--- config.mk ---
export PLATFORM = sky130hd
export DESIGN_NAME = lpid_blend
export DESIGN_NICKNAME = d
export VERILOG_FILES = /design/src/lpid_pkg.sv /design/src/lpid_blend.sv
export SDC_FILE = /design/constraint.sdc
export NUM_CORES = 2
export LEC_CHECK = 0
export ABC_AREA = 1
export BUFFER_PORTS_ARGS = -buffer_cell sky130_fd_sc_hd__buf_4
export CORE_AREA = 2 2 458 460
export DETAILED_ROUTE_END_ITERATION = 16
export DIE_AREA = 0 0 460 462
export GPL_TIMING_DRIVEN = 1
export PLACE_DENSITY = 0.48
export SYNTH_ARGS = -nofsm -noshare
export SYNTH_HDL_FRONTEND = slang
export SYNTH_SLANG_ARGS = --single-unit
--- constraint.sdc ---
create_clock -name clk -period 10.5 [get_ports clk]
set_input_delay 0.525 -clock clk [delete_from_list [all_inputs] [get_ports clk]]
set_output_delay 0.525 -clock clk [all_outputs]
set_load 0.01 [all_outputs]
--- src/lpid_pkg.sv ---
// lpid_pkg: shared types and constants of the led pixel interp/lut/dither unit
// no dependencies; used by every module under src except lpid_ram
package lpid_pkg;

    // color table geometry, split into even and odd entry banks
    localparam int LUT_ENTRIES    = 257;
    localparam int LUT_EVEN_DEPTH = (LUT_ENTRIES + 1) / 2;
    localparam int LUT_ODD_DEPTH  = LUT_ENTRIES / 2;
    localparam int LUT_EVEN_AW    = 8;
    localparam int LUT_ODD_AW     = 7;
    localparam logic [8:0] LUT_LAST_ENTRY = 9'(LUT_ENTRIES - 1);

    // residual word width
    localparam int RES_W = 11;

    // request kinds
    localparam logic OP_PIXEL     = 1'b0;
    localparam logic OP_LUT_WRITE = 1'b1;

    // configuration register indexes
    localparam logic [1:0] CFG_COEF      = 2'd0;
    localparam logic [1:0] CFG_INTERP_EN = 2'd1;
    localparam logic [1:0] CFG_DITHER_EN = 2'd2;

    localparam logic [16:0] COEF_FULL = 17'h10000;

    typedef struct packed {
        logic [16:0] coefficient;
        logic        interp_en;
        logic        dither_en;
    } cfg_t;

    // control and side payload that travels with each request
    typedef struct packed {
        logic        valid;
        logic        op;
        logic [1:0]  lut_channel;
        logic [8:0]  lut_entry;
        logic [15:0] lut_value;
        logic [7:0]  extra;
    } ctl_t;

    typedef logic [2:0][7:0]  chan8_t;
    typedef logic [2:0][15:0] chan16_t;

endpackage

--- src/lpid_blend.sv ---
// lpid_blend: input stage, keyframe blend multipliers and pixel index folding
// depends on lpid_pkg
module lpid_blend #(
    parameter int MAX_PIXELS = 512,
    parameter int AW         = 9
) (
    input  logic              clk,
    input  logic              rst_n,
    input  logic              en,
    input  lpid_pkg::cfg_t    cfg,
    input  lpid_pkg::ctl_t    in_ctl,
    input  logic [8:0]        in_pixel_index,
    input  lpid_pkg::chan8_t  in_prev,
    input  lpid_pkg::chan8_t  in_next,
    output lpid_pkg::ctl_t    ctl3,
    output lpid_pkg::chan16_t v16_3,
    output logic [AW-1:0]     pix3
);

    localparam int RECIP = (1 << 20) / MAX_PIXELS;

    logic [16:0] coef_clamp;
    logic [24:0] wprev_reg, wnext_reg;

    lpid_pkg::ctl_t   ctl1_reg, ctl2_reg, ctl3_reg;
    lpid_pkg::chan8_t prev1_reg, next1_reg, next2_reg;
    logic [8:0]       pix1_reg, pix2_reg;
    logic [9:0]       q2_reg;
    logic [29:0]      pq1;
    logic [2:0][31:0] prodp2_reg, prodn2_reg;
    lpid_pkg::chan16_t v16_next, v16_reg;
    logic [22:0]      r_full, r_corr;
    logic [AW-1:0]    pix3_reg;

    // blend weights 257*(65536-c) and 257*c
    assign coef_clamp = (cfg.coefficient > lpid_pkg::COEF_FULL) ? lpid_pkg::COEF_FULL
                                                                : cfg.coefficient;
    always_ff @(posedge clk)
    begin
        wnext_reg <= {coef_clamp, 8'd0} + 25'(coef_clamp);
        wprev_reg <= {lpid_pkg::COEF_FULL - coef_clamp, 8'd0}
                     + 25'(lpid_pkg::COEF_FULL - coef_clamp);
    end

    // reciprocal estimate of the pixel index quotient
    assign pq1 = 30'(pix1_reg) * 30'(RECIP);

    // 16-bit channel value, and pixel index with one correction step
    always_comb
    begin
        for (int k = 0; k < 3; k++)
        begin
            if (cfg.interp_en)
            begin
                v16_next[k] = 16'((prodp2_reg[k] + prodn2_reg[k]) >> 16);
            end
            else
            begin
                v16_next[k] = {next2_reg[k], next2_reg[k]};
            end
        end
        r_full = 23'(pix2_reg) - 23'(q2_reg) * 23'(MAX_PIXELS);
        r_corr = (r_full >= 23'(MAX_PIXELS)) ? r_full - 23'(MAX_PIXELS) : r_full;
    end

    // control pipeline
    always_ff @(posedge clk or negedge rst_n)
    begin
        if (!rst_n)
        begin
            ctl1_reg <= '0;
            ctl2_reg <= '0;
            ctl3_reg <= '0;
        end
        else if (en)
        begin
            ctl1_reg <= in_ctl;
            ctl2_reg <= ctl1_reg;
            ctl3_reg <= ctl2_reg;
        end
    end

    // data pipeline
    always_ff @(posedge clk)
    begin
        if (en)
        begin
            prev1_reg <= in_prev;
            next1_reg <= in_next;
            pix1_reg  <= in_pixel_index;
            for (int k = 0; k < 3; k++)
            begin
                prodp2_reg[k] <= 32'(prev1_reg[k]) * 32'(wprev_reg);
                prodn2_reg[k] <= 32'(next1_reg[k]) * 32'(wnext_reg);
            end
            next2_reg <= next1_reg;
            pix2_reg  <= pix1_reg;
            q2_reg    <= pq1[29:20];
            v16_reg   <= v16_next;
            pix3_reg  <= AW'(r_corr);
        end
    end

    assign ctl3  = ctl3_reg;
    assign v16_3 = v16_reg;
    assign pix3  = pix3_reg;

endmodule

==> metrics <==
sequential share of the synthesized area 22.5%; R2R Setup Slk 5.02 ns; Final WS setup 5.02 ns; final hold vios 0; status completed; Setup Buffers After CTS 0; RSZ-0062 raised after global routing false; utilization after layout 33.4%; die area 213000 sq um; Tcrit/Tclk final 52.1%; vias per std cell 4.57; crit-path max FO 25; dominant synthesized flop cell edfxtp_1; synth top area cells fa_1, edfxtp_1, nand2_1, inv_1, ha_1; asr flop ratio synth 22.2%; Clock Tree Buf Depth 3; worst slew pin tran 1.21 ns; synthesized flop and latch total 499; Post-synth EDFFs 339; critical path type flop to flop; largest net degree at the start of global routing 197; H-tree depth 3; worst hold path class input pin to flop; Final #Nets 9431; share of the synthesized area in the top cell type 26.6%; Clk pin slew, worst setup/hold paths 0.07 ns; max cap viols 0; Core ar. 208000 sq um; Max Freq 183 MHz; Synth cell types 47; Synth warnings 0; cts bufs inserted 66; CP Cell Sequence nand2_1, inv_1, fa_1, fa_1, fa_1, fa_1, ha_1, a21oi_1, o21ai_0, nand2_1, nor3b_1, o211ai_1, xor2_1; CP max stage cell edfxtp_1; count leader, synth nand2_1; Max-Slew Margin vs Limit 19.5%; wire per inst 17.1 um; initial DRC count 3348; Final Setup Violations 0; Antenna Nets Post-Route 0; Worst Path Required 10.90 ns; placed cell count 10600; Root Buffer clkbuf_16; CTS tree built; Via Count 49600; DRC 0; hpwl dp 146000 um; DR pass1 iterations 5; CP peak stage delay 1.12 ns; GRT Residual Overflow 0; CP most frequent cell fa_1; antenna violations before repair 3; Routed WL 185000 um; WP data arrival 5.88 ns; setup TNS 0 ns; first-pass GRT wire length 297000 um; area leader, netlist fa_1; CP Capture Type flop; I/O Pins 210; clock sinks 499; # diodes 0; Netlist Area Pre-Place 62100 sq um; latest clock arrival within the worst-skew pair 0.70 ns; Post-CTS Resized 0; Final Max Tran Viols 0; FP Rows 168; die height 462 um; routability cong. 0.902; worst clock skew 0.0472 ns; critical path launch point type flop; final non-filler cell total 10800; total track usage 17.8%; pre-CTS setup slack 5.04 ns; Area Overhead vs Synth 12.0%; Port Buffers 208; Initial Utilization 29.8%; syn avg cell area 7.85 sq um; Gate Count Post-Synth 7909; vias in the first global route 52100; fraction of layout cells with a size suffix above 1 5.85%; Die X 460 um; top post-synthesis cells by count nand2_1, inv_1, fa_1, nor2_1, ha_1; minimum clock period 5.48 ns
## what timing repair did
action | 4_1_cts | 5_1_grt
hold buffers | 72 | 0
endpoints found under the setup margin | 0 | 0
hold endpoints to repair | 127 | 0
## metrics by stage
| stage | hold WS (ns) | area [sq um] |
|---|---|---|
| floorplan | 0.229 | 62100 |
| global placement | 0.402 | 66700 |
| detailed placement | 0.406 | 66700 |
| CTS | 0.00142 | 69500 |
| global route | 0.0416 | 69500 |
| finish | 0.0743 | 69500 |
## final cells by class
cell class | instances | area [sq um]
clock inverter | 38 | 430
clock buffer | 80 | 1730
tap | 2720 | 3400
multi-input combinational | 5163 | 39700
timing repair buffer | 360 | 2900
fill | 22100 | 139000
inverter | 1979 | 7430
sequential | 499 | 13900
## logic make-up (layout without fill, tap and decap cells)
logic type,Yosys count,in the layout,synth area share (%)
flip-flops,499,499,22.5
buffers and inverters,2253,2457,13.7
multiplexers,37,37,0.671
AO/OA/AOI/OAI,782,782,6.75
other,1,7,0.00604
XOR/XNOR,194,194,2.74
adder cells (fa/ha/maj),1246,1246,35.1
AND/OR/NAND/NOR,2897,2897,18.6
## metal layers
metal	share of wire, %	global-route usage (%)	up-vias
met2	48	30.6	981
met4	2.1	4.05	4
met5	0.014	0	-
met3	4.2	1.99	169
met1	46	24.0	24400
li1	-	-	24000
## worst max-delay path: cells and delay by family (launching register included)
| kind | cells | cell delay, ns |
|---|---|---|
| compound gates | 3 | 0.66 |
| xor+xnor | 1 | 0.53 |
| fa+ha+maj | 5 | 2.20 |
| buf+inv | 1 | 0.11 |
| flops | 1 | 1.12 |
| simple gates | 3 | 0.54 |
## worst paths after layout
| check | from | endpoint | cells after the start |
|---|---|---|---|
| worst max-delay path | prev1_reg[6] | prodp2_reg[28] | 13 |
| worst min-delay path | in_ctl[16] | ctl1_reg[16] | 3 |
| worst max register to register | prev1_reg[6] | prodp2_reg[28] | 13 |
| worst min register to register | pix2_reg[2] | pix3[2] | 0 |
| max in group asynchronous | rst_n | ctl1_reg[4] | 3 |
| min in group asynchronous | rst_n | ctl3[18] | 2 |
## cell usage in the layout (no fill, tap or decap), drive strengths merged, types with 217 or more instances in the layout
master / instances
nand2: 2085
inv: 1986
fa: 824
nor2: 441
ha: 422
a21oi: 398
edfxtp: 339
buf: 288
o21ai: 286
nand3: 217
Power is left out: the tool's default activity adds up to more than one toggle a clock period on the data nets, which glitch-free logic cannot reach.
